`src/rtl/utcodr_pkg.sv`:
```
package utcodr_pkg;

  localparam int unsigned HOUR_W   = 5;
  localparam int unsigned DAY_W    = 5;
  localparam int unsigned MONTH_W  = 4;
  localparam int unsigned YEAR_W   = 7;
  localparam int unsigned OFFSET_W = 5;
  localparam int unsigned SHIFT_W  = 2;
  localparam int unsigned SUM_W    = 7;

  localparam logic signed [SUM_W-1:0] LAST_HOUR     = 7'sd23;
  localparam logic signed [SUM_W-1:0] HOURS_PER_DAY = 7'sd24;

  localparam logic [MONTH_W-1:0] MONTH_JAN = 4'd1;
  localparam logic [MONTH_W-1:0] MONTH_FEB = 4'd2;
  localparam logic [MONTH_W-1:0] MONTH_APR = 4'd4;
  localparam logic [MONTH_W-1:0] MONTH_JUN = 4'd6;
  localparam logic [MONTH_W-1:0] MONTH_SEP = 4'd9;
  localparam logic [MONTH_W-1:0] MONTH_NOV = 4'd11;
  localparam logic [MONTH_W-1:0] MONTH_DEC = 4'd12;

  localparam logic [DAY_W-1:0] FIRST_DAY    = 5'd1;
  localparam logic [DAY_W-1:0] DAYS_LONG    = 5'd31;
  localparam logic [DAY_W-1:0] DAYS_SHORT   = 5'd30;
  localparam logic [DAY_W-1:0] DAYS_FEB     = 5'd28;
  localparam logic [DAY_W-1:0] DAYS_FEB_LEAP = 5'd29;

  localparam logic [YEAR_W-1:0] YEAR_FIRST = 7'd0;
  localparam logic [YEAR_W-1:0] YEAR_LAST  = 7'd99;

  localparam logic [SHIFT_W-1:0] SHIFT_SAME = 2'd0;
  localparam logic [SHIFT_W-1:0] SHIFT_NEXT = 2'd1;
  localparam logic [SHIFT_W-1:0] SHIFT_PREV = 2'd2;

  typedef struct packed {
    logic [HOUR_W-1:0]  utc_hour;
    logic [DAY_W-1:0]   utc_day;
    logic [MONTH_W-1:0] utc_month;
    logic [YEAR_W-1:0]  utc_year;
  } utc_time_t;

  typedef struct packed {
    logic [HOUR_W-1:0]  local_hour;
    logic [DAY_W-1:0]   local_day;
    logic [MONTH_W-1:0] local_month;
    logic [YEAR_W-1:0]  local_year;
    logic [SHIFT_W-1:0] day_shift;
  } local_time_t;

  function automatic logic [DAY_W-1:0] month_length(input logic [MONTH_W-1:0] month,
                                                    input logic [YEAR_W-1:0]  year);
    logic [DAY_W-1:0] len;
    case (month) inside
      MONTH_APR, MONTH_JUN, MONTH_SEP, MONTH_NOV: len = DAYS_SHORT;
      MONTH_FEB: len = (year[1:0] == 2'b00) ? DAYS_FEB_LEAP : DAYS_FEB;
      default:   len = DAYS_LONG;
    endcase
    return len;
  endfunction

endpackage

```
`src/rtl/utc_offset_date_rollover.sv`:
```
// UTC to local time converter with calendar date rollover.
// Input channel in_valid/in_ready/in_data carries one UTC timestamp per item
// (binary hour, day, month, two-digit year). Output channel
// out_valid/out_ready/out_data carries the local time plus a day_shift code
// (0 same day, 1 next day, 2 previous day).
// cfg_wr_en/cfg_wr_data load the signed hour offset; write it only while the
// block holds no item. The offset is applied when an item leaves the input
// register.
// An accepted item passes through two register stages, the input register and
// then the result register, which drives out_data.
// Throughput: one item per cycle while the receiver keeps out_ready high; the
// calendar logic between the two registers is a single short combinational pass.
// When the receiver stalls, the result register holds and the input register
// still takes one more item; in_ready drops only when both stages are full.
// Synchronous reset (rst_n low) empties both stages and sets the offset to 0.
module utc_offset_date_rollover
  import utcodr_pkg::*;
(
  input  logic                       clk,
  input  logic                       rst_n,
  input  logic                       in_valid,
  output logic                       in_ready,
  input  utc_time_t                  in_data,
  output logic                       out_valid,
  input  logic                       out_ready,
  output local_time_t                out_data,
  input  logic                       cfg_wr_en,
  input  logic signed [OFFSET_W-1:0] cfg_wr_data
);

  logic signed [OFFSET_W-1:0] offset_r;
  logic                       s1_valid_r;
  utc_time_t                  s1_data_r;
  logic                       s2_valid_r;
  local_time_t                s2_data_r;
  local_time_t                res_nxt;
  logic                       s1_adv;
  logic                       in_fire;

  assign s1_adv   = !s2_valid_r || out_ready;
  assign in_ready = !s1_valid_r || s1_adv;
  assign in_fire  = in_valid && in_ready;

  always_comb begin
    logic signed [SUM_W-1:0] sum;
    logic [DAY_W-1:0]        day;
    logic [MONTH_W-1:0]      month;
    logic [YEAR_W-1:0]       year;
    logic [SHIFT_W-1:0]      shift;
    sum   = $signed({{(SUM_W-HOUR_W){1'b0}}, s1_data_r.utc_hour})
          + $signed({{(SUM_W-OFFSET_W){offset_r[OFFSET_W-1]}}, offset_r});
    day   = s1_data_r.utc_day;
    month = s1_data_r.utc_month;
    year  = s1_data_r.utc_year;
    shift = SHIFT_SAME;
    if (sum > LAST_HOUR) begin
      sum   = sum - HOURS_PER_DAY;
      shift = SHIFT_NEXT;
      if (day >= month_length(month, year)) begin
        day = FIRST_DAY;
        if (month >= MONTH_DEC) begin
          month = MONTH_JAN;
          year  = (year >= YEAR_LAST) ? YEAR_FIRST : year + 7'd1;
        end else begin
          month = month + 4'd1;
        end
      end else begin
        day = day + 5'd1;
      end
    end else if (sum < 0) begin
      sum   = sum + HOURS_PER_DAY;
      shift = SHIFT_PREV;
      if (day <= FIRST_DAY) begin
        if (month <= MONTH_JAN) begin
          month = MONTH_DEC;
          year  = (year == YEAR_FIRST) ? YEAR_LAST : year - 7'd1;
        end else begin
          month = month - 4'd1;
        end
        day = month_length(month, year);
      end else begin
        day = day - 5'd1;
      end
    end
    res_nxt.local_hour  = sum[HOUR_W-1:0];
    res_nxt.local_day   = day;
    res_nxt.local_month = month;
    res_nxt.local_year  = year;
    res_nxt.day_shift   = shift;
  end

  always_ff @(posedge clk) begin
    if (!rst_n) begin
      offset_r   <= '0;
      s1_valid_r <= 1'b0;
      s2_valid_r <= 1'b0;
    end else begin
      if (cfg_wr_en) begin
        offset_r <= cfg_wr_data;
      end
      if (in_ready) begin
        s1_valid_r <= in_valid;
      end
      if (s1_adv) begin
        s2_valid_r <= s1_valid_r;
      end
    end
  end

  always_ff @(posedge clk) begin
    if (in_fire) begin
      s1_data_r <= in_data;
    end
    if (s1_adv && s1_valid_r) begin
      s2_data_r <= res_nxt;
    end
  end

  assign out_valid = s2_valid_r;
  assign out_data  = s2_data_r;

endmodule
```
`config.mk`:
```
export PLATFORM = sky130hd
export DESIGN_NAME = utc_offset_date_rollover
export DESIGN_NICKNAME = d
export VERILOG_FILES = /design/src/rtl/utcodr_pkg.sv /design/src/rtl/utc_offset_date_rollover.sv
export SDC_FILE = /design/constraint.sdc
export NUM_CORES = 1
export LEC_CHECK = 0
export BUFFER_PORTS_ARGS = -buffer_cell sky130_fd_sc_hd__buf_2
export CORE_MARGIN = 2
export CORE_UTILIZATION = 38
export DETAILED_ROUTE_END_ITERATION = 7
export HOLD_SLACK_MARGIN = 0.02
export PLACE_DENSITY_LB_ADDON = 0.2
export SYNTH_ARGS = -nofsm -noshare
export SYNTH_HDL_FRONTEND = slang
export SYNTH_SLANG_ARGS = --single-unit
```
`constraint.sdc`:
```
create_clock -name clk -period 6.8 [get_ports clk]
set_clock_uncertainty 0.1 [all_clocks]
set_input_delay 0.68 -clock clk [delete_from_list [all_inputs] [get_ports clk]]
set_output_delay 0.68 -clock clk [all_outputs]
set_load 0.005 [all_outputs]
```
==> summary.md, run 1 <==
| Metric | Value |
|---|---|
| RSZ-0062 raised after global routing | false |
| Adder-cell share of the synthesized area | 7.994% |
| Bufs on Longest Clock Path | 2 |
| CTS tree | done |
| First-pass GRT wire length | around 11000 um |
| Clk sinks | just over 50 |
| Yosys reg bits | just over 50 |
| H-tree Lvls | 2 |
| Area Overhead vs Synth | 14.78% |
| Final worst setup slack | between 3000 and 4000 ps |
| Via/cell ratio | 5.262 |
| Largest net degree at the start of global routing | 24 |
| Multiplexer share of the synthesized area | ~3.1% |
| Core Area | 8217 um^2 |
| Peak supply drop | 0.1079 mV |
| Post-layout minimum cycle time | 3485 ps |
| Vias in the first global route | roughly 2200 |
| Cell area power density | 213.2 nW/um^2 |
| DRT Pass-1 Iters | 4 |
| Post-CTS resize count | 0 |
| Post-Synth Simple-Gate Area | 18.63% |
| Worst path required time | 6790 ps |
| Critical path startpoint category | flip-flop |
| Slew margin rel. | 34.55% |
| Cells after synthesis | approximately 300 |
| Mapped Avg Cell Area | ~11 um^2 |
| Setup crit end kind | flip-flop |
| Internal | 571.2 uW |
| Nets | 399 |
| Pre-CTS WS | 3343 ps |
| # fillers | 807 |
| Hold Crit Depth | 1 |
| Clk slew on worst S/H paths | 100 ps |
| Synth cell types | 67 |
| Final worst-path cycle share | 51.24% |
| Port Buffers | 55 |
| Post-Route Utilization | 45.04% |
| Initial core utilization | 39.24% |
| Clock insertion delay at the later pin of the skew report | ~310 ps |
| Post-synthesis compound-gate area fraction | between 15 and 20% |
| Yosys warns | 0 |
| CP startpoint | s1_data_r[16] |
| 1st-iter DRT viols | 160 |
| Synthesized cell area | 3224 um^2 |
| Total grt overflow | 0 |
| Setup violation total in the final timing report | 0 |
| TritonCTS Buffers | 5 |
| Crit path arrival time | between 3000 and 4000 ps |
| Hold buffer count at CTS | 0 |
| Root Buffer Master | clkbuf_8 |
| Setup repair bufs after CTS | 0 |
| DP HPWL | ~5000 um |
| Diode count | 0 |
| DR WL/cell | 14.65 um |
| Net Sw Power | 217.9 uW |
| Commonest non-fill, non-tap cell in the layout | buf_2 |
| Clock network fraction of total power | about 30% |
| Non-Filler Instances | between 400 and 500 |
| DIE AREA | around 9200 um^2 |
| Fmax | 0.2870 GHz |
| Post-Synth XOR/XNOR Area | ~3.0% |
| HP Start | s1_valid_r |
| Outcome | finished, final reports clean |
| Post-Route WL | 6649 um |
| Num rows | 33 |
| Max Cap Violations | 0 |
| Leakage | approximately 0.0014 uW |
| Initial antenna violation count | 0 |
| Reg power frac | 49.5% |
| GP Congestion | 0.8713 |
| Share of cells above drive strength 1 | 27.79% |
| Hold Path Class | reg -> reg |
| Synth async-reset ratio | 0% |
| Total number of vias | 2389 |
| Power share of the combinational group | between 20% and 30% |
| Post-synth EDFFs | 44 |
| Endpoints failing hold | 0 |
| CP max FO | 17 |
| Commonest cells after routing, fill and taps aside | buf_2, edfxtp_1, nor2_1, ha_1, nand2_1 |
| Crit Path Class | reg -> reg |
| Sequential fraction of the synthesis area | 45.32% |
| Max-slew violation count | 0 |
| Synth Flop Type | edfxtp_1 |
| DIE HEIGHT | 96.12 um |
| Die width | 96.12 um |
| Setup TNS | 0 ps |
| GRT Util Overall | 15.41% |
| R2R depth | 11 |
| Largest family of logic cells by synthesized area | simple AND/OR/NAND/NOR gates |
| Slew @ Worst Pin | 981.8 ps |
| Mapped Nets | 348 |
| Reg2reg start | s1_data_r[16] |
| I/O pins | 56 |
| ANT nets after route | 0 |
| Placed cells | roughly 450 |
| # DRC | 0 |
| Hold Slack | 428.2 ps |
| Switch share | roughly 28% |
==> critical path, stage by stage, from the launching register on <==
cell	delay, ps
edfxtp_1	380
ha_1	220
fa_1	420
a211o_2	360
nand2_2	90
xnor2_2	130
ha_1	240
a21oi_2	190
a31oi_4	70
o21ai_4	460
inv_4	170
a2111oi_1	450
==> state kept, by name, indices dropped and copies added (netlist names) <==
register,flops
out_valid,1
offset_r,5
s1_data_r,21
out_data,23
s1_valid_r,1
==> Yosys cell counts, types with 3 or more instances <==
cell type | count | area [um^2]
nand3_1 | 9 | 45.04
and3_1 | 5 | 31.28
ha_1 | 19 | 237.7
nor2_1 | 27 | 101.4
inv_1 | 10 | 37.54
o22ai_1 | 3 | 18.77
a211oi_2 | 4 | 50.05
a31oi_1 | 9 | 56.30
o21ai_1 | 3 | 15.01
o21ai_0 | 16 | 80.08
a21oi_1 | 16 | 80.08
nand2_1 | 17 | 63.81
nor2b_1 | 12 | 75.07
mux2i_1 | 9 | 90.09
edfxtp_1 | 44 | 1321
buf_6 | 3 | 33.78
dfxtp_1 | 7 | 140.1
nor3_1 | 10 | 50.05
clkbuf_1 | 6 | 22.52
a221oi_1 | 3 | 26.28
nand2b_1 | 5 | 31.28
xor2_1 | 4 | 35.03
==> per-layer routing <==
metal  vias up  GRT usage [%]  routed length (um)
met2        70          21.53                2853
met1      1089          23.77                3292
met5         -              0                   0
li1       1225              -                   -
met4         0          4.286                  76
met3         5          3.289                 427
==> cells by family (layout without fill, tap and decap cells) <==
group | count (synthesis) | after routing
and+or+nand+nor | 104 | 104
AOI/OAI and AO/OA | 79 | 79
DFF | 51 | 51
buffers and inverters | 25 | 77
adders and majority gates | 20 | 20
muxes | 10 | 10
xor gates and xnor gates | 8 | 8
==> final timing paths <==
check            endpoint  slack (ps)
min             out_valid         430
max          out_data[16]        3320
max reg2reg  out_data[16]        3320
min reg2reg     out_valid         430
==> cell type report <==
| cell class | count | area, um^2 | area share (%) |
|---|---|---|---|
| Inverter | 13 | 51.30 | 1.386 |
| Sequential cell | 51 | 1461 | 39.49 |
| Timing Repair Buffer | 56 | 282.8 | 7.640 |
| Clock inverter | 2 | 37.54 | 1.014 |
| Multi-Input combinational cell | 221 | 1643 | 44.39 |
| Clock buffer | 6 | 93.84 | 2.535 |
| Tap cell | 105 | 131.4 | 3.550 |
==> metrics by stage <==
step                      power [uW]  instance area (um^2)
final                          789.1                  3701
after floorplan                519.2                  3224
after global routing           835.3                  3701
after detailed placement       562.5                  3570
after CTS                      799.5                  3701
after global placement         560.8                  3570
==> power by group through the flow <==
stage	logic, uW	clock network, uW	registers (uW)
2_1_floorplan	129	0	390
3_3_place_gp	164	0	397
3_5_place_dp	165	0	398
4_1_cts	165	244	391
5_1_grt	186	255	394
6_report	164	234	391
Note: power is estimated with default switching activity, not from simulation.
==> run 2, diff against run 1 <==
- clock period: 6.8 -> 3.5 ns (I/O delays scaled with it)
==> run 2 against run 1 <==
Compared with the run above:
- worst hold slack lost 320 ps
- largest cell class unchanged
- critical path type unchanged
- sequential cell count is the same
- via count is 2.0% higher
- non-clock buffer count up 12
- sequential share of layout area down 0.85 points
- critical endpoint is now out_data[4]
- clock power up 81%
- count of clock-buffer cells in the layout is the same
- setup slack lost 3000 ps
- power rose by 92%
==> summary.md, run 2 (synthesized netlist as in run 1, its figures left out) <==
| Metric | Value |
|---|---|
| Max-slew violation count | 0 (unchanged) |
| Via/cell ratio | 5.230 (was 5.262) |
| DP HPWL | 5042 um (was 4998 um) |
| Setup TNS | 0 ps (unchanged) |
| Setup crit end kind | flip-flop (unchanged) |
| Die width | 96.12 um (unchanged) |
| Diode count | 0 (unchanged) |
| Vias in the first global route | 2187 (was 2162) |
| Final worst-path cycle share | 92.31% (was 51.24%) |
| Area Overhead vs Synth | 17.31% (was 14.78%) |
| 1st-iter DRT viols | 207 (was 160) |
| Outcome | finished, final reports clean (unchanged) |
| Commonest cells after routing, fill and taps aside | buf_2, edfxtp_1, nor2_1, ha_1, nand2_1 (unchanged) |
| Initial antenna violation count | 0 (unchanged) |
| Root Buffer Master | clkbuf_8 (unchanged) |
| Worst path required time | 3450 ps (was 6790 ps) |
| Endpoints failing hold | 0 (unchanged) |
| Total number of vias | 2437 (was 2389) |
| Slew margin rel. | 37.02% (was 34.55%) |
| DRT Pass-1 Iters | 5 (was 4) |
| CTS tree | done (unchanged) |
| Initial core utilization | 39.24% (unchanged) |
| DR WL/cell | 14.03 um (was 14.65 um) |
| H-tree Lvls | 2 (unchanged) |
| Nets | 411 (was 399) |
| Num rows | 33 (unchanged) |
| Post-layout minimum cycle time | 3231 ps (was 3485 ps) |
| DIE AREA | 9238 um^2 (unchanged) |
| Slew @ Worst Pin | 944.7 ps (was 981.8 ps) |
| Commonest non-fill, non-tap cell in the layout | buf_2 (unchanged) |
| Critical path startpoint category | flip-flop (unchanged) |
| # DRC | 0 (unchanged) |
| Bufs on Longest Clock Path | 2 (unchanged) |
| GP Congestion | 0.8696 (was 0.8713) |
| Clk slew on worst S/H paths | 90 ps (was 100 ps) |
| Share of cells above drive strength 1 | 30.47% (was 27.79%) |
| Crit Path Class | reg -> reg (unchanged) |
| DIE HEIGHT | 96.12 um (unchanged) |
| Leakage | 0.001478 uW (was 0.001420 uW) |
| GRT Util Overall | 15.34% (was 15.41%) |
| Max reg flops | 23 (unchanged) |
| Placed cells | 458 (was 446) |
| I/O pins | 56 (unchanged) |
| ANT nets after route | 0 (unchanged) |
| Core Area | 8217 um^2 (unchanged) |
| Post-Route WL | 6537 um (was 6649 um) |
| Total grt overflow | 0 (unchanged) |
| Clock insertion delay at the later pin of the skew report | 300 ps (was 310 ps) |
| Max Cap Violations | 0 (unchanged) |
| RSZ-0062 raised after global routing | false (unchanged) |
| Non-Filler Instances | 466 (was 454) |
| Setup repair bufs after CTS | 0 (unchanged) |
| TritonCTS Buffers | 5 (unchanged) |
| Largest net degree at the start of global routing | 24 (unchanged) |
| Port Buffers | 55 (unchanged) |
| Clk sinks | 51 (unchanged) |
| Crit path arrival time | 3180 ps (was 3480 ps) |
| CP max FO | 7 (was 17) |
| Fmax | 0.3095 GHz (was 0.2870 GHz) |
| Post-Route Utilization | 46.03% (was 45.04%) |
| Cell area power density | 400.1 nW/um^2 (was 213.2 nW/um^2) |
| Peak supply drop | 0.2801 mV (was 0.1079 mV) |
| Setup violation total in the final timing report | 0 (unchanged) |
| Hold Path Class | in -> reg (was reg -> reg) |
| First-pass GRT wire length | 10880 um (was 10930 um) |
run 2: cell count changes in the layout (fill, tap and decap cells not counted):
cell / before / now
clkbuf_16: 1 / 0
a2111oi_2: 0 / 1
clkbuf_8: 5 / 6
clkinvlp_4: 1 / 0
clkinv_2: 0 / 1
buf_4: 1 / 13
a2111oi_1: 1 / 0
run 2: metrics by stage:
step	hold WS (ps)	setup WS, ps	total power [uW]	instance area, um^2
final	111.6	269.2	1513	3782
after global routing	104.5	10.83	1605	3782
after CTS	103.2	264.5	1536	3777
after detailed placement	416.0	282.6	1105	3660
after global placement	403.5	365.6	1100	3660
after floorplan	348.9	484.6	1009	3224
run 2: layout make-up:
| cell class | instances | area (um^2) |
|---|---|---|
| timing repair buffer | 68 | 372.9 |
| tap | 105 | 131.4 |
| clock buffer | 6 | 82.58 |
| multi-input combinational | 221 | 1648 |
| clock inverter | 2 | 35.03 |
| inverter | 13 | 51.30 |
| fill | 774 | 4434 |
| sequential | 51 | 1461 |
run 2: where the power goes:
group | switching [uW] | total, uW | leakage [uW] | internal (uW)
combinational | 196 | 341 | 0.000939 | 145
clock | 192 | 424 | 0.0000612 | 231
sequential | 28.7 | 749 | 0.000478 | 720
total | 417 | 1510 | 0.00148 | 1100
run 2: worst max-delay path: stages, from the launching register on:
cell and delay [ps]:
edfxtp_1 410, inv_1 100, ha_1 310, nand2_1 130, a21oi_1 170, nor2_1 60, ha_1 260, nand2b_1 90
a21oi_1 100, or2_2 360, nor2_1 350, o21ai_0 160, a221oi_1 310, a21oi_1 70
run 2: worst paths after layout:
kind / startpoint / to / slack, ps / depth (start not counted)
worst min-delay path: in_data[17] / s1_data_r[17] / 110 / 1
worst max-delay path: s1_data_r[7] / out_data[4] / 270 / 13
worst max register to register: s1_data_r[7] / out_data[4] / 270 / 13
worst min register to register: s1_valid_r / out_valid / 430 / 1
run 2: timing repair:
| action | CTS | global route |
|---|---|---|
| setup endpoints to repair | 0 | 1 |
| hold buffers | 0 | 0 |
| gates resized for setup | 0 | 1 |
run 2: routing by layer:
metal  GRT usage (%)  vias up  routed length (um)
met4           4.167        0                  62
met2           22.40       72                2828
met5               0        -                   0
met1           23.02     1121                3229
met3           3.054        5                 417
li1                -     1239                   -
